<file path="src/rtl/u8ent_pkg.sv">
// ----------------------------------------------------------------------------
// u8ent_pkg
// Types, constants and entity table for the UTF-8 decoder with entity escape.
// ----------------------------------------------------------------------------
package u8ent_pkg;

    // One input transaction: one raw string byte
    typedef struct packed {
        logic [7:0] in_byte;
        logic       end_of_string;
    } in_item_t;

    // One result transaction: one output character
    typedef struct packed {
        logic [7:0] out_byte;
        logic       run_last;
        logic       string_done;
    } out_item_t;

    localparam int ACC_W     = 36;
    localparam int LEFT_W    = 3;
    localparam int ENT_NUM   = 16;
    localparam int ENT_IDX_W = 4;
    localparam int ENT_MAX   = 8;
    localparam int POS_W     = 4;   // counts up to one entity plus one character

    // Byte classes
    localparam logic [1:0] CONT_TAG  = 2'b10;
    localparam logic [5:0] CONT_MASK = 6'h3F;

    typedef logic [0:ENT_MAX-1][7:0] ent_text_t;

    // Code point matched by each entity (pairings kept as specified)
    function automatic logic [7:0] ent_code(input logic [ENT_IDX_W-1:0] idx);
        logic [7:0] c;
        case (idx)
            4'd0:    c = 8'd252;
            4'd1:    c = 8'd228;
            4'd2:    c = 8'd246;
            4'd3:    c = 8'd179;
            4'd4:    c = 8'd196;
            4'd5:    c = 8'd214;
            4'd6:    c = 8'd234;
            4'd7:    c = 8'd226;
            4'd8:    c = 8'd224;
            4'd9:    c = 8'd232;
            4'd10:   c = 8'd242;
            4'd11:   c = 8'd250;
            4'd12:   c = 8'd233;
            4'd13:   c = 8'd167;
            4'd14:   c = 8'd231;
            default: c = 8'd174;
        endcase
        return c;
    endfunction

    // Entity length in characters
    function automatic logic [POS_W-1:0] ent_len(input logic [ENT_IDX_W-1:0] idx);
        logic [POS_W-1:0] n;
        case (idx)
            4'd0, 4'd1, 4'd2, 4'd3, 4'd4, 4'd5, 4'd11: n = 4'd6;
            4'd6, 4'd7:                               n = 4'd7;
            default:                                  n = 4'd8;
        endcase
        return n;
    endfunction

    // Entity text, first character at index 0, padded with spaces
    function automatic ent_text_t ent_text(input logic [ENT_IDX_W-1:0] idx);
        ent_text_t t;
        case (idx)
            4'd0:    t = "&uuml;  ";
            4'd1:    t = "&auml;  ";
            4'd2:    t = "&ouml;  ";
            4'd3:    t = "&Uuml;  ";
            4'd4:    t = "&Auml;  ";
            4'd5:    t = "&Ouml;  ";
            4'd6:    t = "&ecirc; ";
            4'd7:    t = "&acirc; ";
            4'd8:    t = "&agrave;";
            4'd9:    t = "&egrave;";
            4'd10:   t = "&Egrave;";
            4'd11:   t = "&Euml;  ";
            4'd12:   t = "&eacute;";
            4'd13:   t = "&Eacute;";
            4'd14:   t = "&ccedil;";
            default: t = "&Ccedil;";
        endcase
        return t;
    endfunction

endpackage

</file>
<file path="src/rtl/utf8_decode_html_entity_map.sv">
// ----------------------------------------------------------------------------
// utf8_decode_html_entity_map
// Lenient UTF-8 decoder (1 to 6 byte sequences) with HTML entity escape.
// ----------------------------------------------------------------------------
// One string byte is taken per transaction on s_*, and the decoded characters
// leave one per transaction on m_*. The decoder state advances in the cycle a
// byte is accepted. The byte's results (up to nine characters: one entity of
// at most eight plus one plain character) are parked in a job register and
// shifted out one character per cycle through the output register while
// m_ready does not stall it. A byte that yields zero or one character
// therefore does not hold s_ready low unless m_ready stalls, so an ASCII
// stream runs at one byte per clock while m_ready stays high. A byte with more
// characters holds s_ready low while they drain or wait. The next byte is
// accepted in the same cycle that the last character of the current job moves
// to the output register. That move needs the output register empty, or its
// result taken by m_ready in that cycle. While a result waits there with
// m_ready low, hold both the job and the input. map_enable is written on
// cfg_* (always ready, reset value 1) and is sampled when a byte is accepted;
// write it only while the block is idle.
// ----------------------------------------------------------------------------
module utf8_decode_html_entity_map (
    input  logic                  aclk,
    input  logic                  aresetn,
    input  logic                  cfg_valid,
    output logic                  cfg_ready,
    input  logic                  cfg_data,
    input  logic                  s_valid,
    output logic                  s_ready,
    input  u8ent_pkg::in_item_t   s_data,
    output logic                  m_valid,
    input  logic                  m_ready,
    output u8ent_pkg::out_item_t  m_data
);
    import u8ent_pkg::*;

    // Configuration
    logic map_enable_reg;

    // Decoder state
    logic [ACC_W-1:0]  acc_reg,  acc_next;
    logic [LEFT_W-1:0] left_reg, left_next;

    // Emissions of the byte being accepted: e1 may be any value (entity
    // candidate), e2 is always a plain character
    logic [ACC_W-1:0] e1_val;
    logic             e1_has, e2_has;
    logic [7:0]       e2_byte;
    logic [ACC_W-1:0] start_val;
    logic [LEFT_W-1:0] start_need;
    logic             ent_hit;
    logic [ENT_IDX_W-1:0] ent_idx;
    logic [POS_W-1:0] e1_len;

    // Job register: the characters still to be sent for one byte
    logic                 job_valid_reg;
    logic [POS_W-1:0]     job_pos_reg;
    logic [POS_W-1:0]     job_total_reg;
    logic [POS_W-1:0]     job_e1_len_reg;
    logic                 job_hit_reg;
    logic [ENT_IDX_W-1:0] job_idx_reg;
    logic [7:0]           job_e1_byte_reg;
    logic [7:0]           job_e2_byte_reg;
    logic                 job_eos_reg;

    // Output register
    logic      m_valid_reg;
    out_item_t m_data_reg;

    logic       in_take, out_free, move, job_last;
    logic [7:0] cur_char;
    ent_text_t  cur_text;
    logic       b_cont;

    assign cfg_ready = 1'b1;

    // ------------------------------------------------------------------
    // Decode the incoming byte against the pending sequence
    // ------------------------------------------------------------------
    assign b_cont = (s_data.in_byte[7:6] == CONT_TAG);

    // Start value and continuation count of a byte opening a new sequence
    always_comb begin
        if (!s_data.in_byte[7]) begin
            start_val  = ACC_W'(s_data.in_byte);
            start_need = 3'd0;
        end else if (b_cont) begin
            start_val  = ACC_W'(s_data.in_byte[5:0]);
            start_need = 3'd5;
        end else if (!s_data.in_byte[5]) begin
            start_val  = ACC_W'(s_data.in_byte[4:0]);
            start_need = 3'd1;
        end else if (!s_data.in_byte[4]) begin
            start_val  = ACC_W'(s_data.in_byte[3:0]);
            start_need = 3'd2;
        end else if (!s_data.in_byte[3]) begin
            start_val  = ACC_W'(s_data.in_byte[2:0]);
            start_need = 3'd3;
        end else if (!s_data.in_byte[2]) begin
            start_val  = ACC_W'(s_data.in_byte[1:0]);
            start_need = 3'd4;
        end else begin
            start_val  = ACC_W'(s_data.in_byte[0]);
            start_need = 3'd5;
        end
    end

    always_comb begin
        acc_next  = acc_reg;
        left_next = left_reg;
        e1_has    = 1'b0;
        e1_val    = '0;
        e2_has    = 1'b0;
        e2_byte   = s_data.in_byte;

        if (left_reg != '0 && b_cont) begin
            // Extend the pending sequence; emit once complete
            acc_next  = {acc_reg[ACC_W-7:0], s_data.in_byte[5:0] & CONT_MASK};
            left_next = left_reg - 3'd1;
            if (left_next == '0) begin
                e1_has   = 1'b1;
                e1_val   = acc_next;
                acc_next = '0;
            end
        end else begin
            // Flush an interrupted sequence, then start afresh
            if (left_reg != '0) begin
                e1_has = 1'b1;
                e1_val = acc_reg;
            end
            if (start_need == '0) begin
                e2_has    = 1'b1;
                e2_byte   = s_data.in_byte;
                acc_next  = '0;
                left_next = '0;
            end else begin
                acc_next  = start_val;
                left_next = start_need;
            end
        end

        // End of string: flush whatever is still pending
        if (s_data.end_of_string) begin
            if (left_next != '0) begin
                if (!e1_has) begin
                    e1_has = 1'b1;
                    e1_val = acc_next;
                end else begin
                    e2_has  = 1'b1;
                    e2_byte = acc_next[7:0];
                end
            end
            acc_next  = '0;
            left_next = '0;
        end
    end

    // Entity lookup on the first emission
    always_comb begin
        ent_hit = 1'b0;
        ent_idx = '0;
        for (int i = 0; i < ENT_NUM; i++) begin
            if (e1_val == ACC_W'(ent_code(ENT_IDX_W'(i)))) begin
                ent_hit = map_enable_reg;
                ent_idx = ENT_IDX_W'(i);
            end
        end
    end

    always_comb begin
        if (!e1_has) begin
            e1_len = '0;
        end else if (ent_hit) begin
            e1_len = ent_len(ent_idx);
        end else begin
            e1_len = 4'd1;
        end
    end

    // ------------------------------------------------------------------
    // Handshake: while the output register is free, drain the job one character a cycle
    // ------------------------------------------------------------------
    assign out_free = !m_valid_reg || m_ready;
    assign move     = job_valid_reg && out_free;
    assign job_last = (job_pos_reg == job_total_reg - 4'd1);
    assign s_ready  = !job_valid_reg || (move && job_last);
    assign in_take  = s_valid && s_ready;

    assign cur_text = ent_text(job_idx_reg);

    always_comb begin
        if (job_pos_reg < job_e1_len_reg) begin
            if (job_hit_reg) begin
                cur_char = cur_text[job_pos_reg[2:0]];
            end else begin
                cur_char = job_e1_byte_reg;
            end
        end else begin
            cur_char = job_e2_byte_reg;
        end
    end

    // Configuration register
    always_ff @(posedge aclk) begin
        if (!aresetn) begin
            map_enable_reg <= 1'b1;
        end else if (cfg_valid) begin
            map_enable_reg <= cfg_data;
        end
    end

    // Decoder state and job register
    always_ff @(posedge aclk) begin
        if (!aresetn) begin
            acc_reg       <= '0;
            left_reg      <= '0;
            job_valid_reg <= 1'b0;
            job_pos_reg   <= '0;
        end else if (in_take) begin
            // Advance the decoder and load the new job
            acc_reg       <= acc_next;
            left_reg      <= left_next;
            job_valid_reg <= e1_has || e2_has;
            job_pos_reg   <= '0;
        end else if (move) begin
            if (job_last) begin
                job_valid_reg <= 1'b0;
            end else begin
                job_pos_reg <= job_pos_reg + 4'd1;
            end
        end
    end

    // Job payload, no reset needed
    always_ff @(posedge aclk) begin
        if (in_take) begin
            job_total_reg   <= e1_len + POS_W'(e2_has);
            job_e1_len_reg  <= e1_len;
            job_hit_reg     <= ent_hit;
            job_idx_reg     <= ent_idx;
            job_e1_byte_reg <= e1_val[7:0];
            job_e2_byte_reg <= e2_byte;
            job_eos_reg     <= s_data.end_of_string;
        end
    end

    // Output register
    always_ff @(posedge aclk) begin
        if (!aresetn) begin
            m_valid_reg <= 1'b0;
        end else if (move) begin
            m_valid_reg <= 1'b1;
        end else if (m_ready) begin
            m_valid_reg <= 1'b0;
        end
    end

    always_ff @(posedge aclk) begin
        if (move) begin
            m_data_reg.out_byte    <= cur_char;
            m_data_reg.run_last    <= job_last;
            m_data_reg.string_done <= job_last && job_eos_reg;
        end
    end

    assign m_valid = m_valid_reg;
    assign m_data  = m_data_reg;

endmodule

</file>
<file path="config.mk">
export PLATFORM = sky130hd
export DESIGN_NAME = utf8_decode_html_entity_map
export DESIGN_NICKNAME = d
export VERILOG_FILES = /design/src/rtl/u8ent_pkg.sv /design/src/rtl/utf8_decode_html_entity_map.sv
export SDC_FILE = /design/constraint.sdc
export NUM_CORES = 1
export LEC_CHECK = 0
export ABC_AREA = 1
export ABC_CLOCK_PERIOD_IN_PS = 4600
export CAP_MARGIN = 10
export CORE_MARGIN = 4
export CORE_UTILIZATION = 49
export DETAILED_ROUTE_END_ITERATION = 16
export DONT_BUFFER_PORTS = 1
export GPL_ROUTABILITY_DRIVEN = 0
export PLACE_DENSITY = 0.63
export REMOVE_ABC_BUFFERS = 1
export SLEW_MARGIN = 5
export SYNTH_ARGS = -nofsm -noshare
export SYNTH_HDL_FRONTEND = slang
export SYNTH_SLANG_ARGS = --single-unit
</file>
<file path="constraint.sdc">
create_clock -name aclk -period 4.6 [get_ports aclk]
set_clock_uncertainty 0.15 [all_clocks]
set_input_delay 0.23 -clock aclk [delete_from_list [all_inputs] [get_ports aclk]]
set_output_delay 0.23 -clock aclk [all_outputs]
set_load 0.05 [all_outputs]
</file>
=== Yosys cells after proc, flatten, opt, wreduce, memory -nomap -nowiden ===
Memory sizes are Yosys's and may differ from the RTL's. A register that Yosys moved wholly into a read port is not among the register bits.
Index checks and enable logic that the tools add are counted.
W data, S select, Z words.

* Bits in read-only memories: 608
* Memories kept: 2
* Output and inout port bits: 13
* Bits in registers: 86

* $lt $le $gt $ge: 2
* Reductions and logical operators: 20
* Eq/ne operators: 18
* Add/subtract/negate cells: 4
* Bitwise logic cells: 3
* Mux-type cells: 82

{| class="wikitable"
|+ Memory list
! name !! words !! width !! rd ports !! clocked after Yosys merged registers in !! wr ports !! RTL line !! text
|-
| (name not given) || 16 || 34 || 1 || 1 || 0 || u8ent_pkg.sv:71 || <nowiki>case (idx)</nowiki>
|-
| (name not given) || 16 || 4 || 1 || 0 || 0 || u8ent_pkg.sv:60 || <nowiki>case (idx)</nowiki>
|}

{| class="wikitable"
|+ Operators by type and width
! operator !! number
|-
| $eq A36 B8 Y1 const B || 16
|-
| $mux W36 || 11
|-
| $mux W4 || 18
|-
| $mux W8 || 7
|-
| $mux W1 || 33
|-
| $mux W3 || 9
|-
| $bmux W8 S3 || 1
|-
| $logic_not A3 Y1 || 2
|-
| $mux W6 || 1
|-
| $reduce_bool A2 Y1 || 3
|-
| $reduce_bool A3 Y1 || 2
|-
| $logic_and A1 B1 Y1 || 5
|-
| $mux W5 || 1
|-
| $add A4 B1 Y4 || 1
|-
| $add A4 B1 Y4 const B || 1
|-
| $eq A4 B4 Y1 || 1
|-
| $ge A4 B4 Y1 const B || 1
|-
| $lt A4 B4 Y1 || 1
|-
| $not A3 Y4 || 1
|-
| $reduce_and A2 Y1 || 2
|-
| $sub A4 B1 Y4 const B || 1
|-
| $logic_or A1 B1 Y1 || 3
|-
| $sub A3 B1 Y3 const B || 1
|-
| $eq A2 B2 Y1 const B || 1
|-
| 4 further kinds || 6
|}

=== Depth between registers and ports, before layout ===
Gate-level depths: netlist of the first run.

* Depth after elaboration: 32
* Depth in mapped cells: 28
* Mapped depth without buffers: 28

=== Worst setup path before layout of the first run ===
No wires, ideal clock.

* Kind: flip-flop to flip-flop
* From: register job_total_reg[0]
* To: register cur_text[50] (netlist name)
* Setup time: 113 ps
* Data required time: 4337 ps
* Path buffers: 0
* Period minus slack after synthesis: 3868 ps
* Path slack: 732 ps
* Cell stages (with the launch flop): 18
* Data arrival time: 3605 ps
* Cell sequence: edfxtp_1 > inv_1 > ha_1 > xnor2_1 > xor2_1 > nor2_1 > nand2_1 > o21ai_1 > nand2_1 > inv_2 > or2_2 > nand2_4 > inv_4 > ha_1 > inv_1 > nand2_1 > nand3_1 > nand2_1

* Word-level cells in the longest chain between the ends: 6

{| class="wikitable"
|+ Ends and longest elaborated chain
! element !! RTL line !! text
|-
| from (decl) || utf8_decode_html_entity_map.sv:57 || <nowiki>logic [POS_W-1:0] job_total_reg;</nowiki>
|-
| from (signal assigned) || utf8_decode_html_entity_map.sv:236 || <nowiki>job_total_reg <= e1_len + POS_W'(e2_has);</nowiki>
|-
| $sub A4 B1 Y4 || utf8_decode_html_entity_map.sv:184 || <nowiki>assign job_last = (job_pos_reg == job_total_reg - 4'd1);</nowiki>
|-
| $eq A4 B4 Y1 || utf8_decode_html_entity_map.sv:184 ||
|-
| $logic_and A1 B1 Y1 || utf8_decode_html_entity_map.sv:185 || <nowiki>assign s_ready = !job_valid_reg || (move && job_last);</nowiki>
|-
| $logic_or A1 B1 Y1 || utf8_decode_html_entity_map.sv:185 ||
|-
| net s_ready || utf8_decode_html_entity_map.sv:28 || <nowiki>output logic s_ready,</nowiki>
|-
| $logic_and A1 B1 Y1 || utf8_decode_html_entity_map.sv:186 || <nowiki>assign in_take = s_valid && s_ready;</nowiki>
|-
| net in_take || utf8_decode_html_entity_map.sv:69 || <nowiki>logic in_take, out_free, move, job_last;</nowiki>
|-
| $mux W4 (no line) || - ||
|}

The timed path passes the listed nets, and every way through them passes these cells.
A chain may end at the register's enable or synchronous reset.

=== Worst setup path after layout of the first run ===
* From: register left_reg[0]
* To: register job_total_reg[1], data pin

* Word-level cells in the longest chain between the ends: 27
* Elaborated cells between the ends (all ways): 74
* Those cells by class: add/sub (2); eq/ne (16); mux (51); reduce/logical (4); memory (1)

{| class="wikitable"
|+ Ends and longest elaborated chain
! element !! RTL line !! text
|-
| from (decl) || utf8_decode_html_entity_map.sv:41 || <nowiki>logic [LEFT_W-1:0] left_reg, left_next;</nowiki>
|-
| from (signal assigned) || utf8_decode_html_entity_map.sv:221 || <nowiki>left_reg <= left_next;</nowiki>
|-
| $sub A3 B1 Y3 || utf8_decode_html_entity_map.sv:118 || <nowiki>left_next = left_reg - 3'd1;</nowiki>
|-
| $logic_not A3 Y1 || utf8_decode_html_entity_map.sv:119 || <nowiki>if (left_next == '0) begin</nowiki>
|-
| $mux W36 / $mux W1 (equally long branches) || utf8_decode_html_entity_map.sv:119 ||
|-
| $mux W36 / $mux W1 (equally long branches) || utf8_decode_html_entity_map.sv:115 || <nowiki>if (left_reg != '0 && b_cont) begin</nowiki>
|-
| $mux W36 || utf8_decode_html_entity_map.sv:144 || <nowiki>if (!e1_has) begin</nowiki>
|-
| $mux W36 || utf8_decode_html_entity_map.sv:143 || <nowiki>if (left_next != '0) begin</nowiki>
|-
| $mux W36 || utf8_decode_html_entity_map.sv:142 || <nowiki>if (s_data.end_of_string) begin</nowiki>
|-
| $eq A36 B8 Y1 || utf8_decode_html_entity_map.sv:162 || <nowiki>if (e1_val == ACC_W'(ent_code(ENT_IDX_W'(i)))) begin</nowiki>
|-
| $mux W1 || utf8_decode_html_entity_map.sv:162 ||
|-
| $mux W4 / $mux W1 (equally long branches) (14 in series) || utf8_decode_html_entity_map.sv:162 ||
|-
| $mem_v2 Z16 W4 / $mux W1 (equally long branches) || - ||
|-
| $mux W4 || utf8_decode_html_entity_map.sv:172 || <nowiki>end else if (ent_hit) begin</nowiki>
|-
| $mux W4 * || utf8_decode_html_entity_map.sv:170 || <nowiki>if (!e1_has) begin</nowiki>
|-
| net e1_len[0] || utf8_decode_html_entity_map.sv:52 || <nowiki>logic [POS_W-1:0] e1_len;</nowiki>
|-
| $add A4 B1 Y4 * || utf8_decode_html_entity_map.sv:236 ||
|}

The timed path passes the listed nets; every way through them passes the cells marked *.

==> flow_metrics.tcl, run 1 <==
set metrics [dict create \
    status "finished, final reports clean" \
    period_share_pct 90.2 \
    grt_pass1_vias 5103 \
    die_area_sq_um 14300 \
    stdcell_area_sq_um 6650 \
    fmax_mhz 241 \
    fin_tns_setup_ns 0 \
    first_pass_iters 5 \
    dp_hpwl_microns 10800 \
    holdPathEnd "left_reg[0]" \
    hold_violations 0 \
    setup_ws_ns 0.449 \
    antenna_found_initial 0 \
    cp_top_family "simple AND/OR/NAND/NOR gates" \
    total_power_mw 2.17 \
    chipWidth_microns 120 \
    ff2ff_path_depth 25 \
    drt-initial-drc-count 520 \
    cts-root-buf "clkbuf_16" \
    core_sq_um 12100 \
    io_buffers 0 \
    r2r-end "job_total_reg[1]" \
    area_growth_pct 9.05 \
    ir_drop_mv 0.232 \
    start_util_pct 50.3 \
    drc 0 \
    powerDensity_nw_per_um2 326 \
    rsz0062_at_grt "no" \
    cts_sinks 108 \
    period_needed_ns 4.15 \
    fill_cells 1138 \
    startpoint_type "flop" \
    ys_warn_count 0 \
    syn_area_sq_um 6090 \
    hold_class "input port to flop" \
    synthDominantCellAreaShare_pct 22.7 \
    timing.rr.start "left_reg[0]" \
    cpMostUsedCell "nand2_1" \
    path_buf_inv 5 \
    synth_seq_area_share_pct 41.9 \
    setup_viol 0 \
    crit_fanout 14 \
    via_count 5345 \
    synthDistinctLibCells 52 \
    cellLeakagePower_nw 2.91 \
    relSlewSlack_pct 26.2 \
    row_count 40 \
    min_from "s_data[8]" \
    syn_avg_cell_area_sq_um 7.70 \
    clkLatencyLatePin_ns 0.35 \
    dieHeight_microns 120 \
    clk_pin_slew_worst_paths_ns 0.07 \
    grt_max_degree 34 \
    crit_required_ns 4.56 \
    wire_per_inst_microns 15.2 \
    grt_pass1_wl_microns 25000 \
    tightestPinTransition_ns 1.11 \
    preCtsSetupSlack_ns 0.544 \
    cts_tree "done" \
    min_path_cells 4 \
    cpMaxStageDelayCell "dfxtp_1" \
    arrival_ns 4.12 \
    largest_register_ffs 36 \
    crit_type "flop to flop" \
    max_stage_delay_ns 0.37 \
    worstSetupEndpointType "flop" \
    num_antenna_cells 0 \
    cts_resized 0 \
    grt.total_usage_pct 21.4 \
    drt-vias-per-instance 5.50 \
    drive_above_1_share_pct 13.1 \
    synthCells 792 \
    overflow 0 \
    final_max_slew_viol_count 0 \
    whs_ns 0.0334 \
    r2r_slack_ns 0.45 \
    h-tree-depth 3 \
    cts_buffer_depth 2 \
    placed_area_sq_um 6220 \
    cts_buffers 9 \
    wirelength_microns 14800 \
    yosys.area.top_type "dfxtp_1" \
    hold_buffers 14 \
    maxCapViolCount 0 \
    antenna_left 0 \
    synthTopCellsByArea "dfxtp_1 (23%), edfxtp_1 (19%), nand2_1 (11%)" \
    nets 832 \
    synth-seq-cells 108 \
    num_io_pins 28 \
    postCtsSetupRepairBufs 0 \
]
[synthesized netlist by cell type (all sizes together)]
library cell  instances
a21boi                5
a21oi                32
a221o                 1
a22oi                 4
a31oi                 9
buf                   8
clkbuf               16
conb                  1
dfxtp                69
edfxtp               39
ha                   18
inv                 105
nand2               210
nand3                77
nand3b                2
nand4                17
nor2                 88
nor3                  8
nor3b                 1
nor4                  1
o2111ai               1
o211ai                1
o21a                  1
o21ai                42
o21bai                2
o22ai                 2
o31ai                 4
o32ai                18
o41ai                 1
or2                   4
xnor2                 2
xor2                  3
[per-stage QoR]
stage,std cells,utilization [%]
floorplan,768,-
finish,972,54.9
detailed placement,942,51.3
CTS,972,54.9
global route,972,54.9
global placement,942,51.3
[logic make-up after synthesis]
| kind of cell | share of synthesized area [%] |
|---|---|
| and+or+nand+nor | 31.7 |
| buffers and inverters | 8.79 |
| AOI/OAI and AO/OA | 13.1 |
| DFF | 41.9 |
| adders and majority gates | 3.70 |
| xor gates and xnor gates | 0.719 |
| other | 0.0615 |
[worst max-delay path by stage]
stage                        to        startpoint  slack, ns  cells after the start
2_1_floorplan      cur_text[50]  job_total_reg[0]       0.50                     17
3_3_place_gp   job_total_reg[1]       left_reg[0]       0.66                     25
3_5_place_dp   job_total_reg[1]       left_reg[0]       0.54                     25
4_1_cts        job_total_reg[1]       left_reg[0]       0.52                     25
5_1_grt        job_total_reg[3]       left_reg[0]       0.07                     26
6_report       job_total_reg[1]       left_reg[0]       0.45                     25
[layer usage]
metal  up-vias  global-route usage, %  wire (microns)
li1       2655                      -               -
met1      2474                   29.5            6930
met2       174                   33.0            6540
met3        42                   4.85             885
met4         0                   7.80             438
met5         -                      0               0
[worst register-to-register path, cell delays in order, from the launching register on]
cell      delay (ns)
dfxtp_1         0.37
inv_1           0.09
ha_1            0.23
inv_2           0.05
nor2_1          0.06
nor2_4          0.12
nand2_2         0.21
a21boi_4        0.36
nand2_4         0.12
nand2_1         0.09
nand2_1         0.25
nand2_2         0.20
inv_1           0.05
nand2_1         0.07
nor2_2          0.05
nand2_1         0.10
nand2_1         0.09
nor2_1          0.11
nand2_1         0.07
nor2_1          0.11
nor2_1          0.08
a21boi_0        0.26
ha_1            0.25
inv_1           0.06
ha_1            0.28
inv_1           0.05
[placed cells by master (no fill, tap or decap), types with 8 or more instances in the layout]
cell type      synthesis  routed
nand2_1              185     185
inv_1                 87      87
nor2_1                71      71
nand3_1               69      69
dfxtp_1               69      69
edfxtp_1              39      39
a21oi_1               30      30
o21ai_0               29      29
nand2_2               19      19
o32ai_1               18      18
ha_1                  18      18
nand4_1               17      17
inv_2                 15      15
dlygate4sd3_1          0      14
nor2_2                12      12
o21ai_1                9       9
a31oi_1                9       9
clkbuf_16              0       9
nand3_2                8       8
[power by group]
group          switching, mW  internal [mW]
clock                  0.370          0.380
sequential            0.0567           1.06
combinational          0.208         0.0918
[layout make-up]
class	count	area [sq um]	share of cell area, %
repair buffers	20	185	2.79
well taps	168	210	3.16
multi-input cells	555	3010	45.2
clock inverters	6	61.3	0.922
inverters	105	402	6.04
flip-flops and latches	108	2550	38.4
clock buffers	10	229	3.45
No activity file was read; power rests on OpenSTA's default activity.
==> run 2, diff against run 1 <==
- CELL_PAD_IN_SITES_DETAIL_PLACEMENT: not set -> 2
- CELL_PAD_IN_SITES_GLOBAL_PLACEMENT: not set -> 2
- CORE_UTILIZATION: 49 -> 38
- PLACE_DENSITY: 0.63 -> 0.79
==> run 2 against run 1 <==
Critical path depth decreased by 2. Die area is 27% higher. Sequential power is essentially flat. Hold slack got worse by 0.033 ns. Register-to-register slack got worse by 0.08 ns.
==> flow_metrics.tcl, run 2 (same netlist as run 1, synthesis figures left out) <==
set metrics [dict create \
    antenna_found_initial 0 \
    chipWidth_microns 135 \
    grt_pass1_wl_microns 34400 \
    drt-vias-per-instance 5.48 \
    num_io_pins 28 \
    worstSetupEndpointType "flop" \
    io_buffers 0 \
    pwr-share-comb_pct 14.7 \
    cts_buffers 9 \
    h-tree-depth 3 \
    hold_class "input port to flop" \
    maxCapViolCount 0 \
    rsz0062_at_grt "no" \
    setup_viol 0 \
    drc 0 \
    arrival_ns 4.21 \
    startpoint_type "flop" \
    met2WireLength_microns 10600 \
    area_growth_pct 11.0 \
    drive_above_1_share_pct 13.9 \
    endpoint "job_total_reg[3]" \
    overflow 0 \
    largest_register_ffs 36 \
    core_sq_um 15800 \
    grt.total_usage_pct 24.2 \
    clkLatencyLatePin_ns 0.36 \
    wl_met3_microns 632 \
    grt_max_degree 34 \
    cellLeakagePower_nw 2.94 \
    fin_util_pct 42.8 \
    antenna_left 0 \
    top_layer "met4" \
    whs_ns 0.000791 \
    nets 835 \
    wirelength_microns 21600 \
    tightestPinTransition_ns 1.13 \
    cts_tree "done" \
    period_share_pct 92.0 \
    total_power_mw 2.29 \
    fmax_mhz 236 \
    wl_met1_microns 9810 \
    power.share.clock_pct 36.3 \
    hold_violations 0 \
    layout_commonest_cell "nand2_1" \
    power_switching_mw 0.703 \
    first_pass_iters 5 \
    crit_required_ns 4.58 \
    clk_pin_slew_worst_paths_ns 0.08 \
    p_sw_share_pct 30.7 \
    num_antenna_cells 0 \
    dieHeight_microns 135 \
    relSlewSlack_pct 24.5 \
    cts_sinks 108 \
    cts_buffer_depth 2 \
    instances_no_fill 1023 \
    via_count 5601 \
    fin_tns_setup_ns 0 \
    ff2ff_path_depth 23 \
    period_needed_ns 4.23 \
    dp_cells 991 \
    crit_type "flop to flop" \
    row_count 46 \
    internal-power_mw 1.59 \
    min_path_cells 2 \
    layout_common_cells "nand2_1 (184), inv_1 (87), nor2_1 (71)" \
    cts-root-buf "clkbuf_16" \
    seqPwrFrac_pct 49.0 \
    start_util_pct 38.5 \
    grt_pass1_vias 6168 \
    final_max_slew_viol_count 0 \
    die_area_sq_um 18100 \
    ir_drop_mv 0.169 \
    crit_fanout 14 \
    timing.rr.start "left_reg[0]" \
    drt-initial-drc-count 379 \
    powerDensity_nw_per_um2 338 \
    r2r_slack_ns 0.37 \
    r2r-end "job_total_reg[3]" \
    dp_hpwl_microns 15600 \
    status "finished, final reports clean" \
    wire_per_inst_microns 21.1 \
    critPathLaunch "left_reg[0]" \
]
## run 2: stage by stage
step / setup WS (ns) / cell area, sq um
floorplan: 0.499 / 5960
global placement: 0.399 / 6280
detailed placement: 0.162 / 6280
CTS: 0.132 / 6720
global route: 0.00423 / 6770
finish: 0.370 / 6770
## run 2: timing repair
item,in CTS,in global routing
hold endpoints to repair,25,0
setup endpoints to repair,0,8
hold buffers,13,0
resized for setup,0,6
buffers inserted,0,3
## run 2: worst min-delay path by stage
stage	slack, ns	end	from
5_1_grt	0.01	job_e2_byte_reg[7]	s_data[8]
3_5_place_dp	0.18	job_eos_reg	s_data[0]
2_1_floorplan	0.18	job_eos_reg	s_data[0]
3_3_place_gp	0.18	job_eos_reg	s_data[0]
6_report	0.0008	job_e2_byte_reg[7]	s_data[8]
4_1_cts	0.002	job_e2_byte_reg[7]	s_data[8]
## run 2: power by group through the flow
stage                     registers, mW  logic, mW  clock network [mW]
after floorplan                    1.13      0.216                   0
after global placement             1.14      0.290                   0
after detailed placement           1.14      0.310                   0
after CTS                          1.12      0.327               0.841
after global routing               1.13      0.371               0.883
final                              1.12      0.337               0.831
## run 2: per-layer routing
metal,up-vias,GRT usage [%]
li1,2645,-
met1,2809,31.3
met2,107,41.6
met3,40,3.02
met4,0,8.48
met5,-,0
## run 2: area by class of cell
type | count | area [sq um]
fill | 1830 | 9060
clock buffer | 9 | 225
tap | 216 | 270
inverter | 105 | 402
clock inverter | 7 | 81.3
timing repair buffer | 23 | 205
multi-input combinational | 555 | 3030
sequential | 108 | 2550
## run 2: worst max-delay path: stages (launching register included)
cell	delay (ns)
dfxtp_1	0.37
inv_1	0.08
ha_1	0.24
inv_2	0.06
nor2_1	0.07
nor2_4	0.16
nand2_4	0.16
a21boi_4	0.33
buf_4	0.18
nand3_1	0.12
nand2_2	0.17
nand3_2	0.18
nor2_2	0.22
nand3_1	0.16
o21ai_0	0.13
nor2_1	0.11
nand2_1	0.08
nor2_1	0.05
nor2_1	0.19
a21boi_0	0.18
ha_1	0.27
ha_1	0.21
nand2_1	0.08
nand2_1	0.06
==> run 3, diff against run 2 <==
- ABC_AREA: 1 -> not set
- CORE_UTILIZATION: 38 -> 42
==> run 3 against run 2 <==
Sequential power hardly changed. Clock power is 0.7% higher. Routed wire length is 7.1% lower. First-iteration DRC count is 37% lower. Combinational power hardly changed. Count of clock-buffer cells in the layout is 3 higher. Cell area is 3.1% lower. Area after synthesis is 5.8% lower. Worst setup slack worse by 0.30 ns. Sequential share of layout area is 1.2 points higher. Critical path type unchanged.
==> flow_metrics.tcl, run 3 <==
set metrics [dict create \
    syn_area_sq_um 5740 \
    synthDistinctLibCells 84 \
    max_stage_delay_ns 0.39 \
    cp_top_family "compound AO/OA/AOI/OAI gates" \
    final_max_slew_viol_count 0 \
    yosysMostFrequentCell "dfxtp_1" \
    layout_commonest_cell "dfxtp_1" \
    ys_warn_count 0 \
    crit_fanout 9 \
    top_usage_layer "met2" \
    async_flop_share_pct 0 \
    setup_ws_ns 0.0730 \
    crit_type "flop to flop" \
    drc 0 \
    drt-initial-drc-count 237 \
    powerDensity_nw_per_um2 349 \
    dp_cells 746 \
    synth-seq-cells 108 \
    cpMostUsedCell "a22o_1" \
    row_count 42 \
    met1_usage_pct 28.3 \
    synth_ff_type "dfxtp_1" \
    clk_pin_slew_worst_paths_ns 0.07 \
    first_pass_iters 5 \
    arrival_ns 4.68 \
    total_power_mw 2.29 \
    clkLatencyLatePin_ns 0.36 \
    cpMaxStageDelayCell "a211oi_1" \
    grt_max_degree 37 \
    yosys.area.top_type "dfxtp_1" \
    grt.total_usage_pct 24.5 \
    preCtsSetupSlack_ns -0.114 \
    largest_register_ffs 36 \
    ys_top_cells_by_count "dfxtp_1 (69), nor2_1 (52), a22o_1 (43)" \
    core_sq_um 13300 \
    crit_required_ns 4.75 \
    drt-vias-per-instance 6.22 \
    cts_sinks 108 \
    dieHeight_microns 125 \
    hold_class "input port to flop" \
    period_needed_ns 4.53 \
    cts_buffers 9 \
    fin_util_pct 49.3 \
    drive_above_1_share_pct 15.8 \
    synth_edf_count 39 \
    startpoint_type "flop" \
    cellLeakagePower_nw 2.48 \
    worstSetupEndpointType "flop" \
    tightestPinTransition_ns 1.06 \
    cts_tree "done" \
    nets 630 \
    die_area_sq_um 15600 \
    layout_common_cells "dfxtp_1 (69), nor2_1 (49), a22o_1 (43)" \
    grt_pass1_vias 5284 \
    cts-root-buf "clkbuf_16" \
    wire_per_inst_microns 25.8 \
    grt_use_met2_pct 45.1 \
    antenna_left 0 \
    dp_hpwl_microns 13700 \
    relSlewSlack_pct 29.4 \
    cts_buffer_depth 2 \
    start_util_pct 43.2 \
    setup_viol 0 \
    io_buffers 0 \
    hold_violations 0 \
    whs_ns 0.0129 \
    h-tree-depth 3 \
    overflow 0 \
    grt_pass1_wl_microns 30200 \
    met3_usage_pct 4.52 \
    synthDominantCellAreaShare_pct 24.1 \
    maxCapViolCount 0 \
    period_share_pct 98.4 \
    num_antenna_cells 0 \
    syn_avg_cell_area_sq_um 9.88 \
    synthCells 581 \
    status "finished, final reports clean" \
    antenna_found_initial 0 \
    path_buf_inv 3 \
    ir_drop_mv 0.229 \
    via_count 4838 \
    crit_path_cell_trace "inv_1, ha_1, nand2_1, a22o_1, a22o_1, nand2_1, o21a_2, inv_4, mux2i_1, a22o_1, a211oi_1, a2bb2oi_2, a2bb2oi_2, inv_1, ha_2, or3_1, o311ai_0, o22a_1" \
    synth_seq_area_share_pct 44.4 \
    wirelength_microns 20100 \
    num_io_pins 28 \
    chipWidth_microns 125 \
    synthTopCellsByArea "dfxtp_1 (24%), edfxtp_1 (20%), a22o_1 (6.6%)" \
    area_growth_pct 14.2 \
    fmax_mhz 221 \
    instances_no_fill 778 \
]
-- run 3: cell count changes after synthesis, sizes merged, moves of 12 or more --
cell / previous run / this run
nand2b: 0 / 12
nand2: 210 / 38
a22o: 0 / 43
o32ai: 18 / 4
nand4: 17 / 3
inv: 105 / 35
mux2i: 0 / 14
nor2: 88 / 52
o21ai: 42 / 24
nand3: 77 / 12
nor4: 1 / 15
-- run 3: cell families after synthesis --
| kind of cell | count (synthesis) | share of synthesized area [%] |
|---|---|---|
| compound gates | 181 | 24.9 |
| xor+xnor | 12 | 1.83 |
| fa+ha+maj | 18 | 3.92 |
| buf+inv | 67 | 5.60 |
| flops | 108 | 44.4 |
| mux | 19 | 3.42 |
| other cells | 1 | 0.0653 |
| simple gates | 175 | 15.8 |
-- run 3: path summary, 6_finish.rpt --
check	start	endpoint	slack [ns]	cells past startpoint
worst min-delay path	s_data[6]	left_reg[2]	0.01	2
worst max-delay path	left_reg[1]	cur_text[53]	0.07	18
worst min register to register	acc_reg[19]	acc_reg[25]	0.35	1
worst max register to register	left_reg[1]	cur_text[53]	0.07	18
-- run 3: area by class of cell --
type | count | area (sq um)
Sequential cell | 108 | 2550
Multi-Input combinational cell | 406 | 3040
Timing Repair Buffer | 35 | 288
Clock inverter | 4 | 53.8
Clock buffer | 12 | 268
Tap cell | 176 | 220
Fill cell | 1361 | 6740
Inverter | 37 | 141
-- run 3: power by group --
group          switching (mW)  internal, mW  total [mW]
registers              0.0600          1.06        1.12
clock network           0.363         0.474       0.837
logic                   0.218         0.119       0.337
total                   0.641          1.65        2.29
-- run 3: what timing repair did --
action / 4_1_cts / 5_1_grt
gates resized for setup: 9 / 21
hold buffers: 10 / 0
setup buffers: 1 / 5
endpoints found under the setup margin: 3 / 6
hold endpoints to repair: 10 / 0
pin swaps: 1 / 2
-- run 3: through the flow --
| step | cell area (sq um) | setup TNS [ns] |
|---|---|---|
| after global routing | 6560 | -0.495 |
| after CTS | 6410 | 0 |
| after global placement | 5930 | 0 |
| after detailed placement | 5930 | -0.130 |
| final | 6560 | 0 |
| after floorplan | 5560 | -7.78 |
-- run 3: metal layers --
| metal | vias to the layer above | share of wire (%) |
|---|---|---|
| met2 | 143 | 53 |
| met3 | 54 | 3.8 |
| met1 | 2451 | 40 |
| met5 | - | 0 |
| met4 | 0 | 3.4 |
| li1 | 2190 | - |
